File: src/sv/gxb_pkg.sv
// ----------------------------------------------------------------------------
// gxb_pkg
// shared types, codes and constants of the glyph expansion blitter
// ----------------------------------------------------------------------------
package gxb_pkg;

   localparam int FRAME_WIDTH         = 256;
   localparam int FRAME_ROWS_DEFAULT  = 192;
   localparam int QUEUE_DEPTH_DEFAULT = 4;
   localparam int ROW_W               = 11;
   localparam int CSR_ADDR_W          = 5;
   localparam int CSR_DATA_W          = 32;

   typedef enum logic {
      CMD_START = 1'b0,
      CMD_DATA  = 1'b1
   } cmd_type;

   typedef enum logic [1:0] {
      DEPTH_NONE = 2'd0,
      DEPTH_1    = 2'd1,
      DEPTH_2    = 2'd2,
      DEPTH_8    = 2'd3
   } depth_type;

   typedef enum logic [2:0] {
      REG_PALETTE_0   = 3'd0,
      REG_PALETTE_1   = 3'd1,
      REG_PALETTE_2   = 3'd2,
      REG_PALETTE_3   = 3'd3,
      REG_FONT_HEIGHT = 3'd4,
      REG_ZONE_LEFT   = 3'd5,
      REG_ZONE_TOP    = 3'd6,
      REG_ZONE_RIGHT  = 3'd7
   } reg_type;

   typedef struct packed {
      logic       command;
      logic [7:0] x_offset;
      logic [7:0] y_offset;
      logic [5:0] glyph_width_m1;
      logic [5:0] glyph_height_m1;
      logic [1:0] depth_mode;
      logic [7:0] data_byte;
   } gxb_req_type;

   typedef struct packed {
      logic [14:0] halfword_address;
      logic [15:0] write_data;
      logic [1:0]  byte_enable;
      logic        last_of_glyph;
   } gxb_rsp_type;

   typedef struct packed {
      logic [7:0] palette_0;
      logic [7:0] palette_1;
      logic [7:0] palette_2;
      logic [7:0] palette_3;
      logic [5:0] font_height;
      logic [7:0] zone_left;
      logic [7:0] zone_top;
      logic [8:0] zone_right;
   } gxb_cfg_type;

   typedef struct packed {
      logic             is_start;
      logic [8:0]       origin_column;
      logic [ROW_W-1:0] origin_row;
      logic [6:0]       draw_width;
      logic [5:0]       width_m1;
      logic [5:0]       height_m1;
      logic [1:0]       depth;
      logic [7:0]       data_byte;
   } gxb_entry_type;

endpackage

File: src/sv/gxb_csr.sv
// ----------------------------------------------------------------------------
// gxb_csr
// apb register file: palette, font height and drawing zone
// ----------------------------------------------------------------------------
module gxb_csr (
   input  logic                             clock,
   input  logic                             reset,
   input  logic                             psel,
   input  logic                             penable,
   input  logic                             pwrite,
   input  logic [gxb_pkg::CSR_ADDR_W-1:0]   paddr,
   input  logic [gxb_pkg::CSR_DATA_W-1:0]   pwdata,
   output logic [gxb_pkg::CSR_DATA_W-1:0]   prdata,
   output logic                             pready,
   output gxb_pkg::gxb_cfg_type             cfg
);
   import gxb_pkg::*;

   gxb_cfg_type cfg_ff, cfg_in;
   reg_type     sel;
   logic        wr;

   assign sel    = reg_type'(paddr[CSR_ADDR_W-1:2]);
   assign wr     = psel & penable & pwrite;
   assign pready = 1'b1;
   assign cfg    = cfg_ff;

   always_comb begin
      cfg_in = cfg_ff;
      if (wr) begin
         unique case (sel)
            REG_PALETTE_0:   cfg_in.palette_0   = pwdata[7:0];
            REG_PALETTE_1:   cfg_in.palette_1   = pwdata[7:0];
            REG_PALETTE_2:   cfg_in.palette_2   = pwdata[7:0];
            REG_PALETTE_3:   cfg_in.palette_3   = pwdata[7:0];
            REG_FONT_HEIGHT: cfg_in.font_height = pwdata[5:0];
            REG_ZONE_LEFT:   cfg_in.zone_left   = pwdata[7:0];
            REG_ZONE_TOP:    cfg_in.zone_top    = pwdata[7:0];
            REG_ZONE_RIGHT:  cfg_in.zone_right  = pwdata[8:0];
         endcase
      end
   end

   always_comb begin
      prdata = '0;
      unique case (sel)
         REG_PALETTE_0:   prdata[7:0] = cfg_ff.palette_0;
         REG_PALETTE_1:   prdata[7:0] = cfg_ff.palette_1;
         REG_PALETTE_2:   prdata[7:0] = cfg_ff.palette_2;
         REG_PALETTE_3:   prdata[7:0] = cfg_ff.palette_3;
         REG_FONT_HEIGHT: prdata[5:0] = cfg_ff.font_height;
         REG_ZONE_LEFT:   prdata[7:0] = cfg_ff.zone_left;
         REG_ZONE_TOP:    prdata[7:0] = cfg_ff.zone_top;
         REG_ZONE_RIGHT:  prdata[8:0] = cfg_ff.zone_right;
      endcase
   end

   always_ff @(posedge clock) begin
      if (reset) begin
         cfg_ff.palette_0   <= 8'd0;
         cfg_ff.palette_1   <= 8'd255;
         cfg_ff.palette_2   <= 8'd255;
         cfg_ff.palette_3   <= 8'd255;
         cfg_ff.font_height <= 6'd11;
         cfg_ff.zone_left   <= 8'd0;
         cfg_ff.zone_top    <= 8'd0;
         cfg_ff.zone_right  <= 9'd256;
      end else begin
         cfg_ff <= cfg_in;
      end
   end

endmodule

File: src/sv/gxb_front.sv
// ----------------------------------------------------------------------------
// gxb_front
// accepts commands, works out glyph geometry for start commands
// ----------------------------------------------------------------------------
module gxb_front (
   input  gxb_pkg::gxb_cfg_type   cfg,
   input  logic                   req_valid,
   output logic                   req_ready,
   input  gxb_pkg::gxb_req_type   req_payload,
   input  logic                   queue_full,
   output logic                   push,
   output gxb_pkg::gxb_entry_type entry
);
   import gxb_pkg::*;

   logic [8:0]       x;
   logic [8:0]       right;
   logic [8:0]       span;
   logic [6:0]       width_p1;
   logic [6:0]       draw;
   logic [ROW_W-1:0] row;

   assign req_ready = ~queue_full;
   assign push      = req_valid & ~queue_full;

   always_comb begin
      x        = {1'b0, cfg.zone_left} + {1'b0, req_payload.x_offset};
      right    = (cfg.zone_right > 9'(FRAME_WIDTH)) ? 9'(FRAME_WIDTH) : cfg.zone_right;
      span     = right - x;
      width_p1 = {1'b0, req_payload.glyph_width_m1} + 7'd1;
      if (x >= right) begin
         draw = 7'd0;
      end else if ({2'b00, width_p1} < span) begin
         draw = width_p1;
      end else begin
         draw = span[6:0];
      end
      row = ROW_W'(cfg.zone_top) + ROW_W'(req_payload.y_offset)
          + ROW_W'(cfg.font_height[5:1]) - ROW_W'(req_payload.glyph_height_m1[5:1]);

      entry.is_start      = (req_payload.command == CMD_START);
      entry.origin_column = x;
      entry.origin_row    = row;
      entry.draw_width    = draw;
      entry.width_m1      = req_payload.glyph_width_m1;
      entry.height_m1     = req_payload.glyph_height_m1;
      entry.depth         = req_payload.depth_mode;
      entry.data_byte     = req_payload.data_byte;
   end

endmodule

File: src/sv/gxb_queue.sv
// ----------------------------------------------------------------------------
// gxb_queue
// short fifo between command front and pixel engine
// ----------------------------------------------------------------------------
module gxb_queue #(
   parameter int DEPTH = gxb_pkg::QUEUE_DEPTH_DEFAULT
) (
   input  logic                   clock,
   input  logic                   reset,
   input  logic                   push,
   input  gxb_pkg::gxb_entry_type push_entry,
   input  logic                   pop,
   output gxb_pkg::gxb_entry_type pop_entry,
   output logic                   full,
   output logic                   empty
);
   import gxb_pkg::*;

   localparam int PTR_W = $clog2(DEPTH);

   gxb_entry_type    slots_ff [DEPTH];
   logic [PTR_W:0]   wr_ptr_ff, wr_ptr_in;
   logic [PTR_W:0]   rd_ptr_ff, rd_ptr_in;

   assign empty     = (wr_ptr_ff == rd_ptr_ff);
   assign full      = (wr_ptr_ff[PTR_W] != rd_ptr_ff[PTR_W])
                    && (wr_ptr_ff[PTR_W-1:0] == rd_ptr_ff[PTR_W-1:0]);
   assign pop_entry = slots_ff[rd_ptr_ff[PTR_W-1:0]];
   assign wr_ptr_in = push ? wr_ptr_ff + 1'b1 : wr_ptr_ff;
   assign rd_ptr_in = pop ? rd_ptr_ff + 1'b1 : rd_ptr_ff;

   always_ff @(posedge clock) begin
      if (reset) begin
         wr_ptr_ff <= '0;
         rd_ptr_ff <= '0;
      end else begin
         wr_ptr_ff <= wr_ptr_in;
         rd_ptr_ff <= rd_ptr_in;
      end
   end

   always_ff @(posedge clock) begin
      if (push) begin
         slots_ff[wr_ptr_ff[PTR_W-1:0]] <= push_entry;
      end
   end

endmodule

File: src/sv/gxb_back.sv
// ----------------------------------------------------------------------------
// gxb_back
// pixel engine: one pixel per cycle unless the write output stalls, pairs pixels into halfword writes
// ----------------------------------------------------------------------------
module gxb_back #(
   parameter int FRAME_ROWS = gxb_pkg::FRAME_ROWS_DEFAULT
) (
   input  logic                   clock,
   input  logic                   reset,
   input  gxb_pkg::gxb_cfg_type   cfg,
   input  logic                   entry_valid,
   input  gxb_pkg::gxb_entry_type entry,
   output logic                   pop,
   output logic                   rsp_valid,
   input  logic                   rsp_ready,
   output gxb_pkg::gxb_rsp_type   rsp_payload
);
   import gxb_pkg::*;

   logic [8:0]       origin_col_ff, origin_col_in;
   logic [ROW_W-1:0] origin_row_ff, origin_row_in;
   logic [6:0]       draw_width_ff, draw_width_in;
   logic [5:0]       width_ff, width_in;
   logic [5:0]       height_ff, height_in;
   depth_type        depth_ff, depth_in;
   logic [6:0]       cur_row_ff, cur_row_in;
   logic [6:0]       cur_col_ff, cur_col_in;
   logic [7:0]       held_ff, held_in;
   logic             held_valid_ff, held_valid_in;
   logic             busy_ff, busy_in;
   logic [3:0]       pix_left_ff, pix_left_in;
   logic [7:0]       shift_ff, shift_in;
   logic             rsp_valid_ff, rsp_valid_in;
   gxb_rsp_type      rsp_ff, rsp_in;

   logic             adv;
   logic             step;
   logic [1:0]       code;
   logic [7:0]       color;
   logic [ROW_W-1:0] row_sum;
   logic             active;
   logic             in_frame;
   logic [7:0]       sx;
   logic             at_end;
   logic             held_use;
   logic             wr_now;
   gxb_rsp_type      wr;

   assign adv         = ~rsp_valid_ff | rsp_ready;
   assign step        = busy_ff & adv;
   assign pop         = entry_valid & (~busy_ff | (step & (pix_left_ff == 4'd1)));
   assign rsp_valid   = rsp_valid_ff;
   assign rsp_payload = rsp_ff;

   always_comb begin
      code = (depth_ff == DEPTH_2) ? shift_ff[7:6] : {1'b0, shift_ff[7]};
      unique case (code)
         2'd0: color = cfg.palette_0;
         2'd1: color = cfg.palette_1;
         2'd2: color = cfg.palette_2;
         2'd3: color = cfg.palette_3;
      endcase
      if (depth_ff == DEPTH_8) begin
         color = shift_ff;
      end
      row_sum  = origin_row_ff + ROW_W'(cur_row_ff);
      active   = (cur_row_ff <= {1'b0, height_ff});
      in_frame = active && (cur_col_ff < draw_width_ff) && !row_sum[ROW_W-1]
               && (row_sum < ROW_W'(FRAME_ROWS));
      sx       = origin_col_ff[7:0] + {1'b0, cur_col_ff};
      at_end   = (cur_col_ff + 7'd1 == draw_width_ff);
      held_use = held_valid_ff && (held_ff != 8'd0);

      wr.halfword_address = {row_sum[7:0], sx[7:1]};
      wr.last_of_glyph    = at_end && ((cur_row_ff == {1'b0, height_ff})
                          || (row_sum == ROW_W'(FRAME_ROWS - 1)));
      if (sx[0]) begin
         wr.write_data  = {color, held_use ? held_ff : 8'd0};
         wr.byte_enable = {color != 8'd0, held_use};
      end else begin
         wr.write_data  = {8'd0, color};
         wr.byte_enable = {1'b0, color != 8'd0};
      end
      wr_now = step && in_frame && (sx[0] || at_end);
   end

   always_comb begin
      origin_col_in = origin_col_ff;
      origin_row_in = origin_row_ff;
      draw_width_in = draw_width_ff;
      width_in      = width_ff;
      height_in     = height_ff;
      depth_in      = depth_ff;
      cur_row_in    = cur_row_ff;
      cur_col_in    = cur_col_ff;
      held_in       = held_ff;
      held_valid_in = held_valid_ff;
      busy_in       = busy_ff;
      pix_left_in   = pix_left_ff;
      shift_in      = shift_ff;
      rsp_valid_in  = rsp_valid_ff;
      rsp_in        = rsp_ff;

      if (adv) begin
         rsp_valid_in = wr_now;
         rsp_in       = wr;
      end

      if (step) begin
         if (in_frame) begin
            if (sx[0]) begin
               held_valid_in = 1'b0;
            end else if (!at_end) begin
               held_in       = color;
               held_valid_in = 1'b1;
            end
         end
         if (active) begin
            if (cur_col_ff >= {1'b0, width_ff}) begin
               cur_col_in    = 7'd0;
               cur_row_in    = cur_row_ff + 7'd1;
               held_valid_in = 1'b0;
            end else begin
               cur_col_in = cur_col_ff + 7'd1;
            end
         end
         shift_in    = (depth_ff == DEPTH_2) ? {shift_ff[5:0], 2'b00}
                                             : {shift_ff[6:0], 1'b0};
         pix_left_in = pix_left_ff - 4'd1;
         busy_in     = (pix_left_ff != 4'd1);
      end

      if (pop) begin
         if (entry.is_start) begin
            origin_col_in = entry.origin_column;
            origin_row_in = entry.origin_row;
            draw_width_in = entry.draw_width;
            width_in      = entry.width_m1;
            height_in     = entry.height_m1;
            depth_in      = depth_type'(entry.depth);
            cur_row_in    = 7'd0;
            cur_col_in    = 7'd0;
            held_in       = 8'd0;
            held_valid_in = 1'b0;
            busy_in       = 1'b0;
         end else begin
            shift_in = entry.data_byte;
            unique case (depth_ff)
               DEPTH_NONE: pix_left_in = 4'd0;
               DEPTH_1:    pix_left_in = 4'd8;
               DEPTH_2:    pix_left_in = 4'd4;
               DEPTH_8:    pix_left_in = 4'd1;
            endcase
            busy_in = (depth_ff != DEPTH_NONE);
         end
      end
   end

   always_ff @(posedge clock) begin
      if (reset) begin
         origin_col_ff <= '0;
         origin_row_ff <= '0;
         draw_width_ff <= '0;
         width_ff      <= '0;
         height_ff     <= '0;
         depth_ff      <= DEPTH_NONE;
         cur_row_ff    <= '0;
         cur_col_ff    <= '0;
         held_ff       <= '0;
         held_valid_ff <= 1'b0;
         busy_ff       <= 1'b0;
         pix_left_ff   <= '0;
         rsp_valid_ff  <= 1'b0;
      end else begin
         origin_col_ff <= origin_col_in;
         origin_row_ff <= origin_row_in;
         draw_width_ff <= draw_width_in;
         width_ff      <= width_in;
         height_ff     <= height_in;
         depth_ff      <= depth_in;
         cur_row_ff    <= cur_row_in;
         cur_col_ff    <= cur_col_in;
         held_ff       <= held_in;
         held_valid_ff <= held_valid_in;
         busy_ff       <= busy_in;
         pix_left_ff   <= pix_left_in;
         rsp_valid_ff  <= rsp_valid_in;
      end
   end

   always_ff @(posedge clock) begin
      shift_ff <= shift_in;
      rsp_ff   <= rsp_in;
   end

endmodule

File: src/sv/glyph_expand_blitter.sv
// ----------------------------------------------------------------------------
// glyph_expand_blitter
// path: a data byte goes through the queue slot, the shift register and the
//   write register, its first write coming from the first pixel closing a pair
// throughput: the pixel engine handles one pixel per cycle unless writes stall;
//   a byte holds 8 pixels at 1 bit, 4 at 2 bits, 1 at 8 bits
// reset: synchronous, restores register defaults and empties queue and engine
// ----------------------------------------------------------------------------
module glyph_expand_blitter #(
   parameter int FRAME_ROWS  = gxb_pkg::FRAME_ROWS_DEFAULT,
   parameter int QUEUE_DEPTH = gxb_pkg::QUEUE_DEPTH_DEFAULT
) (
   input  logic                           clock,
   input  logic                           reset,
   input  logic                           req_valid,
   output logic                           req_ready,
   input  gxb_pkg::gxb_req_type           req_payload,
   output logic                           rsp_valid,
   input  logic                           rsp_ready,
   output gxb_pkg::gxb_rsp_type           rsp_payload,
   input  logic                           psel,
   input  logic                           penable,
   input  logic                           pwrite,
   input  logic [gxb_pkg::CSR_ADDR_W-1:0] paddr,
   input  logic [gxb_pkg::CSR_DATA_W-1:0] pwdata,
   output logic [gxb_pkg::CSR_DATA_W-1:0] prdata,
   output logic                           pready
);
   import gxb_pkg::*;

   gxb_cfg_type   cfg;
   gxb_entry_type push_entry;
   gxb_entry_type pop_entry;
   logic          push;
   logic          pop;
   logic          full;
   logic          empty;

   gxb_csr u_csr (
      .clock   (clock),
      .reset   (reset),
      .psel    (psel),
      .penable (penable),
      .pwrite  (pwrite),
      .paddr   (paddr),
      .pwdata  (pwdata),
      .prdata  (prdata),
      .pready  (pready),
      .cfg     (cfg)
   );

   gxb_front u_front (
      .cfg         (cfg),
      .req_valid   (req_valid),
      .req_ready   (req_ready),
      .req_payload (req_payload),
      .queue_full  (full),
      .push        (push),
      .entry       (push_entry)
   );

   gxb_queue #(
      .DEPTH (QUEUE_DEPTH)
   ) u_queue (
      .clock      (clock),
      .reset      (reset),
      .push       (push),
      .push_entry (push_entry),
      .pop        (pop),
      .pop_entry  (pop_entry),
      .full       (full),
      .empty      (empty)
   );

   gxb_back #(
      .FRAME_ROWS (FRAME_ROWS)
   ) u_back (
      .clock       (clock),
      .reset       (reset),
      .cfg         (cfg),
      .entry_valid (~empty),
      .entry       (pop_entry),
      .pop         (pop),
      .rsp_valid   (rsp_valid),
      .rsp_ready   (rsp_ready),
      .rsp_payload (rsp_payload)
   );

endmodule

File: config.mk
export PLATFORM = sky130hd
export DESIGN_NAME = glyph_expand_blitter
export DESIGN_NICKNAME = d
export VERILOG_FILES = /design/src/sv/gxb_pkg.sv /design/src/sv/gxb_csr.sv /design/src/sv/gxb_front.sv /design/src/sv/gxb_queue.sv /design/src/sv/gxb_back.sv /design/src/sv/glyph_expand_blitter.sv
export SDC_FILE = /design/constraint.sdc
export NUM_CORES = 1
export LEC_CHECK = 0
export BUFFER_PORTS_ARGS = -buffer_cell sky130_fd_sc_hd__buf_4
export CORE_ASPECT_RATIO = 1.5
export CORE_UTILIZATION = 30
export DETAILED_ROUTE_END_ITERATION = 16
export MAX_ROUTING_LAYER = met4
export PLACE_DENSITY = 0.56
export SETUP_SLACK_MARGIN = 0.1
export SYNTH_ARGS = -nofsm -noshare
export SYNTH_HDL_FRONTEND = slang
export SYNTH_HIERARCHICAL = 1
export SYNTH_SLANG_ARGS = --single-unit
export TNS_END_PERCENT = 10
File: constraint.sdc
create_clock -name clock -period 11.9 [get_ports clock]
set_input_delay 2.38 -clock clock [delete_from_list [all_inputs] [get_ports clock]]
set_output_delay 2.38 -clock clock [all_outputs]
set_load 0.01 [all_outputs]
==> results.sh <==
export IMPL_status="completed"
export IMPL_period_share=0.540
export IMPL_die_h_um=311
export IMPL_critical_path_class="in -> out"
export IMPL_drc=0
export IMPL_routed_wl_um=44900
export IMPL_cp_end_kind="output pin"
export IMPL_critPathMaxFanout=26
export IMPL_grt_pass1_wl_um=71000
export IMPL_antenna_found_initial=1
export IMPL_coreArea_mm2=0.0625
export IMPL_start_util=0.305
export IMPL_drt_iter0_drc=584
export IMPL_r2r_start="u_csr/cfg[17]"
export IMPL_regArea_mm2=0.00987
export IMPL_path_cells="buf_4, nor2b_1, a21oi_1, o21ai_0, o32a_1, buf_4"
export IMPL_root_buffer="clkbuf_16"
export IMPL_fillers=6212
export IMPL_syn_instance_count=1662
export IMPL_hold_viol_final=0
export IMPL_clockBufferDepth=3
export IMPL_postCtsSetupBuffers=0
export IMPL_area_growth_pct=12.4
export IMPL_cts_resized=0
export IMPL_drive_above_1_share=0.163
export IMPL_drv_slew=0
export IMPL_synth_area_per_cell_um2=11.5
export IMPL_stdcell_count=2532
export IMPL_r2r_end="u_queue/slots_ff[2][27]"
export IMPL_finalSetupViolations=0
export IMPL_cts_sinks=378
export IMPL_holdCritPathClass="reg -> reg"
export IMPL_place_inst=2458
export IMPL_cp_top_family="simple AND/OR/NAND/NOR gates"
export IMPL_dieWidth_um=208
export IMPL_fp_row_count=112
export IMPL_overflow=0
export IMPL_critPathArrivalTime_ns=4.04
export IMPL_cap_violations=0
export IMPL_reg2reg_setup_slack_ns=7.63
export IMPL_fmax_mhz=156
export IMPL_finalClockSkew_ns=0.0211
export IMPL_grtUsageTotal=0.143
export IMPL_slew_headroom=0.313
export IMPL_clkTransAtPathRegs_ns=0.06
export IMPL_hold_buffers=0
export IMPL_die_area_mm2=0.0647
export IMPL_crit_buf_inv=2
export IMPL_powerDensity_mw_per_mm2=196
export IMPL_io_pins=152
export IMPL_cts_max_level=2
export IMPL_period_needed_ns=6.42
export IMPL_cts_tree="done"
export IMPL_finalSetupTns_ns=0
export IMPL_worst_skew_pair_late_latency_ns=0.56
export IMPL_crit_top_cell="buf_4"
export IMPL_first_pass_iters=6
export IMPL_irDropWorstVdd_v=0.000115
export IMPL_critical_path_startpoint="paddr[3]"
export IMPL_grt_max_degree=71
export IMPL_avgViaCountPerCell=4.92
export IMPL_first_global_vias=12600
export IMPL_slowest_delay_ns=0.63
export IMPL_finalNetCount=1881
export IMPL_syn_cell_area_mm2=0.0191
export IMPL_hpwl_um=31900
export IMPL_power_leakage_nw=8.00
export IMPL_reg2reg_depth=18
export IMPL_cp_required_ns=9.52
export IMPL_vias=12500
export IMPL_multi_input_area_mm2=0.00804
export IMPL_post_drt_wl_per_cell_um=17.7
export IMPL_numPortBuffers=102
export IMPL_yosys_warnings=6
export IMPL_worstMarginPinSlew_ns=1.03
export IMPL_rsz0062_at_grt="false"
export IMPL_place_gp_congestion=0.877
export IMPL_crit_path_end="prdata[0]"
export IMPL_cp_depth=6
export IMPL_cts_buffers=40
export IMPL_start_kind="input pin"
export IMPL_critical_path_slowest_cell="nor2b_1"
export IMPL_final_util=0.343
export IMPL_ant_nets=0
-- per-layer routing --
| layer | global-route usage | up-vias | share of wire |
|---|---|---|---|
| met5 | - | - | 0 |
| met4 | 0.0672 | 0 | 0.043 |
| met3 | 0.0173 | 99 | 0.037 |
| met2 | 0.243 | 305 | 0.49 |
| met1 | 0.167 | 6054 | 0.43 |
| li1 | - | 6001 | - |
-- stage by stage --
stage | setup WS [ns] | instance area (µm²) | hold WS, ns | power (W)
2_1_floorplan | 6.04 | 19200 | 0.436 | 0.00267
3_3_place_gp | 5.49 | 20200 | 0.447 | 0.00300
4_1_cts | 5.50 | 21500 | 0.460 | 0.00427
5_1_grt | 5.33 | 21500 | 0.484 | 0.00445
3_5_place_dp | 5.52 | 20200 | 0.451 | 0.00303
6_report | 5.48 | 21500 | 0.460 | 0.00420
-- worst min path at each step --
stage	startpoint	to	slack, ns	cells past startpoint
6_report	u_back/height_ff[4]	u_back/height_ff[4]	0.46	2
5_1_grt	u_back/height_ff[5]	u_back/height_ff[5]	0.48	2
4_1_cts	u_back/height_ff[1]	u_back/height_ff[1]	0.46	2
3_5_place_dp	u_back/height_ff[1]	u_back/height_ff[1]	0.45	2
3_3_place_gp	u_back/height_ff[2]	u_back/height_ff[2]	0.45	2
2_1_floorplan	u_back/height_ff[1]	u_back/height_ff[1]	0.44	2
-- cells in the final DEF (no fill, tap or decap), types with 8 or more instances in the layout --
master	n
a21o_1	14
nand3_1	26
nor4_1	8
conb_1	24
nand2_1	206
mux2i_1	48
clkbuf_16	42
o211ai_1	14
edfxtp_1	230
buf_4	115
a21oi_1	119
xor2_1	25
ha_1	82
o2bb2ai_1	12
dfxtp_1	146
a211o_1	14
clkinv_1	9
mux4_2	51
o21ai_0	61
nand3b_1	20
xnor2_1	32
mux2_2	9
nand4_1	11
or3_1	14
a21o_2	8
fa_1	14
and3_1	9
a221oi_1	10
nand2b_1	13
nor2_1	74
nor2b_1	27
and2_1	11
inv_1	102
-- registers in the layout, indices dropped and copies added, names as in the netlist, 4 cells and up, named ones only --
name / flops
u_back/cur_col_ff: 7
u_back/cur_row_ff: 7
u_back/draw_width_ff: 7
u_back/height_ff: 6
u_back/held_ff: 8
u_back/origin_col_ff: 8
u_back/origin_row_ff: 11
u_back/pix_left_ff: 4
u_back/rsp_payload: 34
u_back/shift_ff: 8
u_back/width_ff: 6
u_csr/cfg: 63
u_queue/slots_ff: 196
-- layout make-up --
class | instances | area share
sequential | 378 | 0.460
multi-input combinational | 1064 | 0.375
clock buffer | 51 | 0.0511
tap | 798 | 0.0465
timing repair buffer | 115 | 0.0402
inverter | 103 | 0.0180
clock inverter | 22 | 0.00927
antenna | 1 | 0.000117
-- power breakdown --
group	total [W]	internal, W	switching (W)
sequential	0.00172	0.00160	0.000119
combinational	0.00126	0.000520	0.000738
clock	0.00123	0.000703	0.000523
-- worst min-delay path, stage by stage (launching register included) --
cell and delay (ns):
dfxtp_1 0.31, nand2_1 0.05, a21oi_1 0.05
Power figures use the tool's default switching activity.
